--- config.mk ---
export PLATFORM = sky130hd
export DESIGN_NAME = dac_sweep_sequencer_flat
export DESIGN_NICKNAME = d
export VERILOG_FILES = /design/src/hw/rtl/dss_pkg.sv /design/src/hw/rtl/dss_stream_if.sv /design/src/hw/rtl/dac_sweep_sequencer.sv /design/src/flat_wrapper.sv
export SDC_FILE = /design/constraint.sdc
export NUM_CORES = 1
export LEC_CHECK = 0
export BUFFER_PORTS_ARGS = -buffer_cell sky130_fd_sc_hd__buf_4
export CAP_MARGIN = 20
export CORE_MARGIN = 4
export CORE_UTILIZATION = 55
export CTS_CLUSTER_SIZE = 28
export DETAILED_ROUTE_END_ITERATION = 10
export PLACE_DENSITY = 0.72
export RECOVER_POWER = 50
export SLEW_MARGIN = 10
export SYNTH_ARGS = -nofsm -noshare
export SYNTH_HDL_FRONTEND = slang
export SYNTH_SLANG_ARGS = --single-unit
--- constraint.sdc ---
create_clock -name clk -period 15.35 [get_ports clk]
set_input_delay 0 -clock clk [delete_from_list [all_inputs] [get_ports clk]]
set_output_delay 0 -clock clk [all_outputs]
set_load 0.01 [all_outputs]
--- src/hw/rtl/dss_pkg.sv ---
package dss_pkg;

	localparam int LEVEL_W = 12;
	localparam int SLOT_W  = 10;
	localparam int CFG_IDX_W = 2;
	localparam int CFG_DATA_W = 12;

	// Configuration register indexes.
	localparam logic [CFG_IDX_W-1:0] REG_START_LEVEL       = 2'd0;
	localparam logic [CFG_IDX_W-1:0] REG_TOP_LEVEL         = 2'd1;
	localparam logic [CFG_IDX_W-1:0] REG_STEP_SIZE         = 2'd2;
	localparam logic [CFG_IDX_W-1:0] REG_REVERSE_THRESHOLD = 2'd3;

	// Register values after reset.
	localparam logic [LEVEL_W-1:0] START_LEVEL_RST       = 12'd1000;
	localparam logic [LEVEL_W-1:0] TOP_LEVEL_RST         = 12'd4095;
	localparam logic [LEVEL_W-1:0] STEP_SIZE_RST         = 12'd5;
	localparam logic [LEVEL_W-1:0] REVERSE_THRESHOLD_RST = 12'd3000;

	// Input codes.
	localparam logic MODE_SAMPLE = 1'b0;
	localparam logic MODE_START  = 1'b1;

	typedef struct packed {
		logic               mode;
		logic [LEVEL_W-1:0] adc_sample;
	} in_item_t;

	typedef struct packed {
		logic               dac_write;
		logic [LEVEL_W-1:0] dac_level;
		logic               record_valid;
		logic [SLOT_W-1:0]  record_slot;
		logic [LEVEL_W-1:0] record_level;
		logic [LEVEL_W-1:0] record_sample;
		logic               sweep_done;
		logic [SLOT_W-1:0]  sweep_length;
	} out_item_t;

endpackage

--- src/hw/rtl/dss_stream_if.sv ---
interface dss_stream_if #(
	parameter type T = logic
) ();
	logic valid;
	logic ready;
	T     payload;

	modport source (output valid, output payload, input ready);
	modport sink (input valid, input payload, output ready);
endinterface

--- src/hw/rtl/dac_sweep_sequencer.sv ---
// DAC sweep sequencer.
// A result is registered and appears in the cycle after its input transaction is accepted.
// Throughput: one transaction per cycle while the output is not stalled; the single output register lets a new
// input be taken in the same cycle that the held result is taken downstream.
// Reset (arst_n low, asynchronous): idle, level 0, slot 0, sweeping up, registers at defaults.
module dac_sweep_sequencer
	import dss_pkg::*;
#(
	parameter int SLOT_LIMIT = 850
) (
	input  logic                  clk,
	input  logic                  arst_n,
	input  logic                  cfg_we,
	input  logic [CFG_IDX_W-1:0]  cfg_index,
	input  logic [CFG_DATA_W-1:0] cfg_data,
	dss_stream_if.sink            in_stream,
	dss_stream_if.source          out_stream
);

	localparam logic [SLOT_W:0] LIMIT_C = (SLOT_W+1)'(SLOT_LIMIT);
	localparam int CALC_W = LEVEL_W + 2;

	logic [LEVEL_W-1:0] start_level_q, top_level_q, step_size_q, reverse_threshold_q;
	logic [LEVEL_W-1:0] level_q;
	logic               going_down_q;
	logic [SLOT_W-1:0]  slot_q;
	logic               armed_q;
	logic               out_valid_q;
	out_item_t          out_payload_q;

	logic                     accept;
	in_item_t                 item;
	out_item_t                result;
	logic                     gd;
	logic [SLOT_W:0]          pos_sum;
	logic [SLOT_W:0]          next_pos;
	logic                     done;
	logic signed [CALC_W-1:0] nl_raw;
	logic signed [CALC_W-1:0] nl_lo;
	logic [LEVEL_W-1:0]       nl;
	logic [LEVEL_W-1:0]       level_d;
	logic                     going_down_d;
	logic [SLOT_W-1:0]        slot_d;
	logic                     armed_d;

	// Input is taken whenever the output register is empty or being drained.
	assign in_stream.ready = !out_valid_q || out_stream.ready;
	assign accept = in_stream.valid && in_stream.ready;
	assign item = in_stream.payload;

	// Configuration writes.
	always_ff @(posedge clk or negedge arst_n) begin
		if (!arst_n) begin
			start_level_q       <= START_LEVEL_RST;
			top_level_q         <= TOP_LEVEL_RST;
			step_size_q         <= STEP_SIZE_RST;
			reverse_threshold_q <= REVERSE_THRESHOLD_RST;
		end else if (cfg_we) begin
			case (cfg_index)
				REG_START_LEVEL:       start_level_q       <= cfg_data;
				REG_TOP_LEVEL:         top_level_q         <= cfg_data;
				REG_STEP_SIZE:         step_size_q         <= cfg_data;
				REG_REVERSE_THRESHOLD: reverse_threshold_q <= cfg_data;
				default: ;
			endcase
		end
	end

	// Direction, slot advance and end-of-sweep detection.
	always_comb begin
		gd = going_down_q || (item.adc_sample < reverse_threshold_q) ||
			(level_q >= top_level_q);
		pos_sum = {1'b0, slot_q} + (SLOT_W+1)'(2);
		next_pos = (pos_sum > LIMIT_C) ? LIMIT_C : pos_sum;
		done = (gd && (level_q <= start_level_q)) || (next_pos == LIMIT_C);
	end

	// Next level: step or restart, then clamp to start..top.
	always_comb begin
		if (done) begin
			nl_raw = signed'({2'b00, start_level_q});
		end else if (gd) begin
			nl_raw = signed'({2'b00, level_q}) - signed'({2'b00, step_size_q});
		end else begin
			nl_raw = signed'({2'b00, level_q}) + signed'({2'b00, step_size_q});
		end
		nl_lo = (nl_raw < signed'({2'b00, start_level_q})) ?
			signed'({2'b00, start_level_q}) : nl_raw;
		nl = (nl_lo > signed'({2'b00, top_level_q})) ? top_level_q : nl_lo[LEVEL_W-1:0];
	end

	// Result and next state for one transaction.
	always_comb begin
		result       = '0;
		level_d      = level_q;
		going_down_d = going_down_q;
		slot_d       = slot_q;
		armed_d      = armed_q;
		if (item.mode == MODE_START) begin
			armed_d          = 1'b1;
			result.dac_write = 1'b1;
			result.dac_level = level_q;
		end else if (armed_q) begin
			result.dac_write     = 1'b1;
			result.record_valid  = 1'b1;
			result.record_slot   = slot_q;
			result.record_level  = level_q;
			result.record_sample = item.adc_sample;
			level_d              = nl;
			if (done) begin
				result.sweep_done   = 1'b1;
				result.sweep_length = next_pos[SLOT_W-1:0] - SLOT_W'(2);
				armed_d             = 1'b0;
				going_down_d        = 1'b0;
				slot_d              = '0;
			end else begin
				result.dac_level = level_q;
				going_down_d     = gd;
				slot_d           = next_pos[SLOT_W-1:0];
			end
		end
	end

	// Sweep state.
	always_ff @(posedge clk or negedge arst_n) begin
		if (!arst_n) begin
			level_q      <= '0;
			going_down_q <= 1'b0;
			slot_q       <= '0;
			armed_q      <= 1'b0;
		end else if (accept) begin
			level_q      <= level_d;
			going_down_q <= going_down_d;
			slot_q       <= slot_d;
			armed_q      <= armed_d;
		end
	end

	// Output register.
	always_ff @(posedge clk or negedge arst_n) begin
		if (!arst_n) begin
			out_valid_q <= 1'b0;
		end else if (in_stream.ready) begin
			out_valid_q <= accept;
		end
	end

	always_ff @(posedge clk) begin
		if (accept) begin
			out_payload_q <= result;
		end
	end

	assign out_stream.valid   = out_valid_q;
	assign out_stream.payload = out_payload_q;

endmodule

--- src/flat_wrapper.sv ---
// flat-port wrapper written by rule: the top's interface ports become plain ports
module dac_sweep_sequencer_flat import dss_pkg::*;
#(
	parameter int SLOT_LIMIT = 850
)
  (clk, arst_n, cfg_we, cfg_index, cfg_data, in_stream_valid, in_stream_payload, in_stream_ready, out_stream_valid, out_stream_payload, out_stream_ready);
  dss_stream_if in_stream_i ();
  dss_stream_if out_stream_i ();
  input  logic clk;
  input  logic arst_n;
  input  logic cfg_we;
  input  logic [CFG_IDX_W-1:0] cfg_index;
  input  logic [CFG_DATA_W-1:0] cfg_data;
  input wire logic [$bits(in_stream_i.valid)-1:0] in_stream_valid;
  input wire logic [$bits(in_stream_i.payload)-1:0] in_stream_payload;
  output wire logic [$bits(in_stream_i.ready)-1:0] in_stream_ready;
  output wire logic [$bits(out_stream_i.valid)-1:0] out_stream_valid;
  output wire logic [$bits(out_stream_i.payload)-1:0] out_stream_payload;
  input wire logic [$bits(out_stream_i.ready)-1:0] out_stream_ready;
  assign in_stream_i.valid = in_stream_valid;
  assign in_stream_i.payload = in_stream_payload;
  assign in_stream_ready = in_stream_i.ready;
  assign out_stream_valid = out_stream_i.valid;
  assign out_stream_payload = out_stream_i.payload;
  assign out_stream_i.ready = out_stream_ready;
  dac_sweep_sequencer #(.SLOT_LIMIT(SLOT_LIMIT)) u_core (.clk(clk), .arst_n(arst_n), .cfg_we(cfg_we), .cfg_index(cfg_index), .cfg_data(cfg_data), .in_stream(in_stream_i), .out_stream(out_stream_i));
endmodule
After elaboration in Yosys (flattened, before gate mapping)
Cells that the tools add are included.

Input bits: 20. Output and inout port bits: 3. Logic and storage cells: 47. Bits in registers: 74.

Reductions and logical operators: 14. Add/sub/neg operators: 4. Multiplexer cells: 9. Order comparisons: 6. Equal/unequal tests: 4.

Operators with widths (number): $mux W14 (3); $gt A14 B13 Y1 (1); $lt A14 B13 Y1 (1); $add A12 B12 Y13 (1); $sub A12 B12 Y13 (1); $ge A12 B12 Y1 (1); $le A12 B12 Y1 (1); $lt A1 B12 Y1 (1); $mux W12 (1); $reduce_and A2 Y1 (6); $add A10 B2 Y11 const B (1); $eq A11 B10 Y1 const B (1); $gt A11 B10 Y1 const B (1); $mux W11 (1); $mux W10 (1); $eq A2 B2 Y1 const B (2); $logic_or A1 B1 Y1 (4); $mux W1 (3); $eq A2 B1 Y1 const B (1); $logic_and A1 B1 Y1 (2); $logic_not A2 Y1 (1); $logic_not A1 Y1 (1); $sub A1 B1 Y1 const B (1).

Longest topological paths before layout
Depth in word-level cells: 10. Mapped depth: 35. Gate-level depth less buffers: 32.

Least setup slack after synthesis
OpenSTA, ideal clock, no wires.

Path type: flip-flop to flip-flop. Start point: register u_core.top_level_q[11]. End point: register u_core.level_q[11]. Setup slack: 8945 ps. Required time: 15216 ps. Path buffers: 4. Setup time: 134 ps. Stages on the path, launching flop included: 34. Data arrival time: 6272 ps. Period minus slack after synthesis: 6405 ps. Cell sequence: dfstp_2 inv_1 ha_1 a2111oi_0 o211ai_1 a21oi_1 or2_2 nand2_1 clkbuf_1 mux2_2 ha_1 a21o_1 a21o_1 a21oi_1 o211ai_1 o21ai_0 ha_1 inv_1 o211ai_1 buf_2 clkbuf_1 nand2_1 o21ai_0 inv_1 ha_1 nor2b_1 o21a_1 o21a_1 o21a_1 o21a_1 o31ai_1 a21o_1 buf_6 o221ai_2.

Cells in the longest elaborated chain, start to end: 9. Elaborated cells between the ends (all ways): 10. Classes of those cells: order compare: 3; mux: 4; reduce/logical: 3.

Ends and longest elaborated chain: start, declared (line dac_sweep_sequencer.sv:23) `logic [LEVEL_W-1:0] start_level_q, top_level_q, step_size_q, reverse_threshold_q;`; start signal, assigned (line dac_sweep_sequencer.sv:61) `REG_TOP_LEVEL: top_level_q <= cfg_data;`; $ge A12 B12 Y1 (line dac_sweep_sequencer.sv:72) `(level_q >= top_level_q);`; $logic_or A1 B1 Y1 (line dac_sweep_sequencer.sv:71) `gd = going_down_q || (item.adc_sample < reverse_threshold_q) ||`; $logic_and A1 B1 Y1 (line dac_sweep_sequencer.sv:75) `done = (gd && (level_q <= start_level_q)) || (next_pos == LIMIT_C);`; $logic_or A1 B1 Y1 (line dac_sweep_sequencer.sv:75); $mux W14 (line dac_sweep_sequencer.sv:80) `if (done) begin`; $lt A14 B13 Y1 (line dac_sweep_sequencer.sv:87) `nl_lo = (nl_raw < signed'({2'b00, start_level_q})) ?`; $mux W14 (line dac_sweep_sequencer.sv:87); $gt A14 B13 Y1 (line dac_sweep_sequencer.sv:89) `nl = (nl_lo > signed'({2'b00, top_level_q})) ? top_level_q : nl_lo[LEVEL_W-1:0];`; $mux W12 * (line dac_sweep_sequencer.sv:89); end signal, assigned (line dac_sweep_sequencer.sv:132) `level_q <= level_d;`; end, declared (line dac_sweep_sequencer.sv:24) `logic [LEVEL_W-1:0] level_q;`.

Every way passes the cells marked *; elsewhere a longest branch is shown, timed or not. A chain may end at the register's enable or synchronous reset.

Final worst setup path
Start point: register u_core.top_level_q[11]. End point: register u_core.level_q[0].

Same word-level chain as after synthesis.

==> summary.txt <==
Floorplan
  – Starting Density: 56.6%
  – IO Pins: 23
  – Die Span X: between 100 and 150 microns
  – Placement row count: 37
  – Core ar.: between 10000 and 15000 sq um
  – Die Y-Extent: 111 microns
  – Die area: between 10000 and 15000 sq um

Outcome
  – Status: finished, violations left
  – Failing checks: max-capacitance violations, max-slew violations

Clock tree
  – H-tree depth: 3
  – TritonCTS Buffers: 9
  – Root Buffer: clkbuf_8
  – Clock sinks: between 70 and 80
  – Post-CTS Setup Inserts: 0
  – Clock tree buffer depth: 2
  – Clock tree from TritonCTS: done
  – Worst skew pair latency: roughly 0.36 ns
  – Clock transition at path regs: 0.08 ns

Final layout
  – Commonest non-fill, non-tap cell in the layout: ha_1
  – Commonest cells after routing, fill and taps aside: 73 x ha_1, 58 x inv_1, 49 x nand2_1
  – N_diodes: 0
  – Layout cell share with drive strength beyond 1: about a fifth
  – Final net count: 740
  – Synthesis-to-layout area growth: 10.2%
  – Final Core Density: 62.3%
  – Fill count: just under 900

Synthesis
  – Post-synth EDFFs: 1
  – Syn Inst Count: 622
  – Yosys warnings: 0
  – Main synth FF type: dfrtp_1
  – Yosys reg bits: 74
  – Post-synthesis cell type count: 62
  – Synth area leaders: dfrtp_1 20%, ha_1 16%, dfstp_2 12%, mux2_2 8.1%, inv_1 3.7%
  – Syn Nets: just over 700
  – Avg Inst Size Synth: 9.43 sq um
  – Yosys top cell area share: between 10% and 20%
  – Mapped cell area: 5870 sq um
  – Sequential area share after synthesis: between 30% and 40%
  – Fraction of registers with async set or reset after synthesis: roughly 100%
  – Post-synth top area cell: dfrtp_1

STA
  – Tmin final: around 8.2 ns
  – Max_slew headroom: -164%
  – Max frequency: roughly 120 MHz
  – Worst-Margin Slew: about 4 ns
  – Final hold vios: 0
  – Final setup viols: 0
  – Total negative setup slack: 0 ns
  – Clock skew: between 0.01 and 0.015 ns
  – Final Cycle Share: ~54%
  – Unrepaired setup endpoints after global routing: false
  – Final Max Tran Viols: 74

Pwr
  – Leakage: between 3 and 4 nW
  – Net Sw Frac: 32.9%
  – Power after layout: 594 uW
  – Sequential share of power: approximately two fifths
  – Clock share of power: between 20% and 30%
  – Internal: between 300 and 400 uW
  – Comb power frac: 29.8%
  – NetSw: 195 uW
  – Pwr/cell area: 91.9 nW/um^2
  – Worst VDD drop: between 60 and 70 uV

Global routing
  – Vias in the first global route: 4669
  – Gr usage total: between 20% and 30%
  – Largest net degree at the start of global routing: between 70 and 80
  – Initial antenna violation count: 0
  – First-pass GRT wire length: approximately 24 mm
  – GRT overflow: 0

Detailed routing
  – Vias per cell: a little over 6
  – Routed WL: 14.7 mm
  – Antenna-violating nets left: 0
  – Residual DRC count: 0
  – Via Count: slightly below 5k
  – TritonRoute pass-1 iters: 5
  – Initial DRC count: between 200 and 300
  – WL/cell: between 15 and 20 microns

Critical path
  – Startpoint Class: flip-flop
  – Top delay family on crit path: compound AO/OA/AOI/OAI gates
  – Slowest stage delay, CP: 0.67 ns
  – Crit path required time: roughly 16 ns
  – R2r startpoint: u_core.top_level_q[11]
  – RR Endpoint: u_core.level_q[0]
  – CP Capture Type: flip-flop
  – R2R cell count: 29
  – Setup crit start: u_core.top_level_q[11]
  – Worst Path Max Fanout: 31
  – CP Class: reg -> reg
  – Worst EP arrival: between 8 and 9 ns
  – Bufs and invs on worst path: 4
  – Reg2reg setup slack: around 7 ns
  – Slowest cell on crit path: a21oi_1

Hold path
  – Hold Path End: u_core.start_level_q[5]
  – Hold Path Depth: 5
  – Worst Hold Launch: cfg_index[1]
  – Worst Hold Class: in -> reg

Flow run
  – Max cap viols: 1

Place
  – IO Port Bufs: 22
  – Hpwl dp: about 11 mm
  – Global placer's final weighted congestion: between 0.9 and 1
timing repair:
action / 4_1_cts / 5_1_grt
gates resized for setup: 0 / 0
endpoints found under the hold margin: 95 / 0
hold buffers: 15 / 0
metrics by stage:
stage / instance area [sq um] / std cells / hold WS [ns] / worst slack [ns]
2_1_floorplan: 5870 / 622 / -0.296 / 8.94
3_3_place_gp: 6090 / 755 / 0.188 / 7.59
3_5_place_dp: 6090 / 755 / 0.208 / 7.23
4_1_cts: 6480 / 786 / 0.141 / 7.22
5_1_grt: 6460 / 786 / 0.160 / 6.68
6_report: 6460 / 786 / 0.159 / 7.13
worst min-delay path, delay by kind of cell:
family	cells	cell delay, ns
AO/OA/AOI/OAI	1	0.07
AND/OR/NAND/NOR	2	0.13
buffers and inverters	2	0.31
Yosys cell counts, types with 9 or more instances:
master     n
a211oi_1   9
a21o_1    12
a21oi_1   38
clkbuf_1  14
dfrtp_1   46
dfstp_2   27
ha_1      73
inv_1     58
mux2_2    42
mux2i_1   14
nand2_1   49
nand2b_1   9
nand3_1   12
nor2_1    28
nor2b_1   12
o211ai_1  11
o21ai_0   39
o221ai_2  10
power groups by stage:
stage	Clock, mW	Combinational [mW]	Sequential [mW]
floorplan	0	0.125	0.242
global placement	0	0.166	0.248
detailed placement	0	0.172	0.248
CTS	0.175	0.176	0.245
global route	0.184	0.198	0.248
finish	0.172	0.177	0.245
worst max path at each step:
stage                               endpoint  slack, ns  cells after the start
final                      u_core.level_q[0]       7.13                     29
after detailed placement   u_core.level_q[0]       7.23                     29
after CTS                  u_core.level_q[0]       7.22                     29
after global routing       u_core.level_q[1]       6.68                     29
after floorplan           u_core.level_q[11]       8.94                     33
after global placement     u_core.level_q[1]       7.59                     29
cell type report:
cell class	instances	area, sq um	area share (%)
Multi-Input combinational cell	463	3640	56.3
Sequential cell	74	1890	29.3
Timing Repair Buffer	39	315	4.88
Inverter	58	218	3.37
Clock buffer	12	176	2.73
Tap cell	136	170	2.63
Clock inverter	4	56.3	0.871
cell families after synthesis:
| family | after synthesis | synth area share (%) |
|---|---|---|
| fa+ha+maj | 75 | 16.3 |
| xor+xnor | 10 | 1.49 |
| buf+inv | 85 | 5.89 |
| simple gates | 151 | 12.9 |
| mux | 56 | 10.4 |
| flops | 74 | 32.2 |
| compound gates | 171 | 20.8 |
state kept, by name, summed over array words and instances (netlist names), 10 cells and up:
register / count
u_core.slot_q: 10
u_core.reverse_threshold_q: 12
u_core.step_size_q: 12
u_core.top_level_q: 12
u_core.start_level_q: 12
u_core.level_q: 12
metal layers:
metal | share of wire (%) | global-route usage (%) | vias to the layer above
li1 | - | - | 2313
met1 | 46 | 32.6 | 2334
met2 | 48 | 40.7 | 132
met3 | 4.1 | 3.44 | 27
met4 | 2.0 | 6.89 | 0
met5 | 0 | 0 | -
No activity file was read; power rests on OpenSTA's default activity.
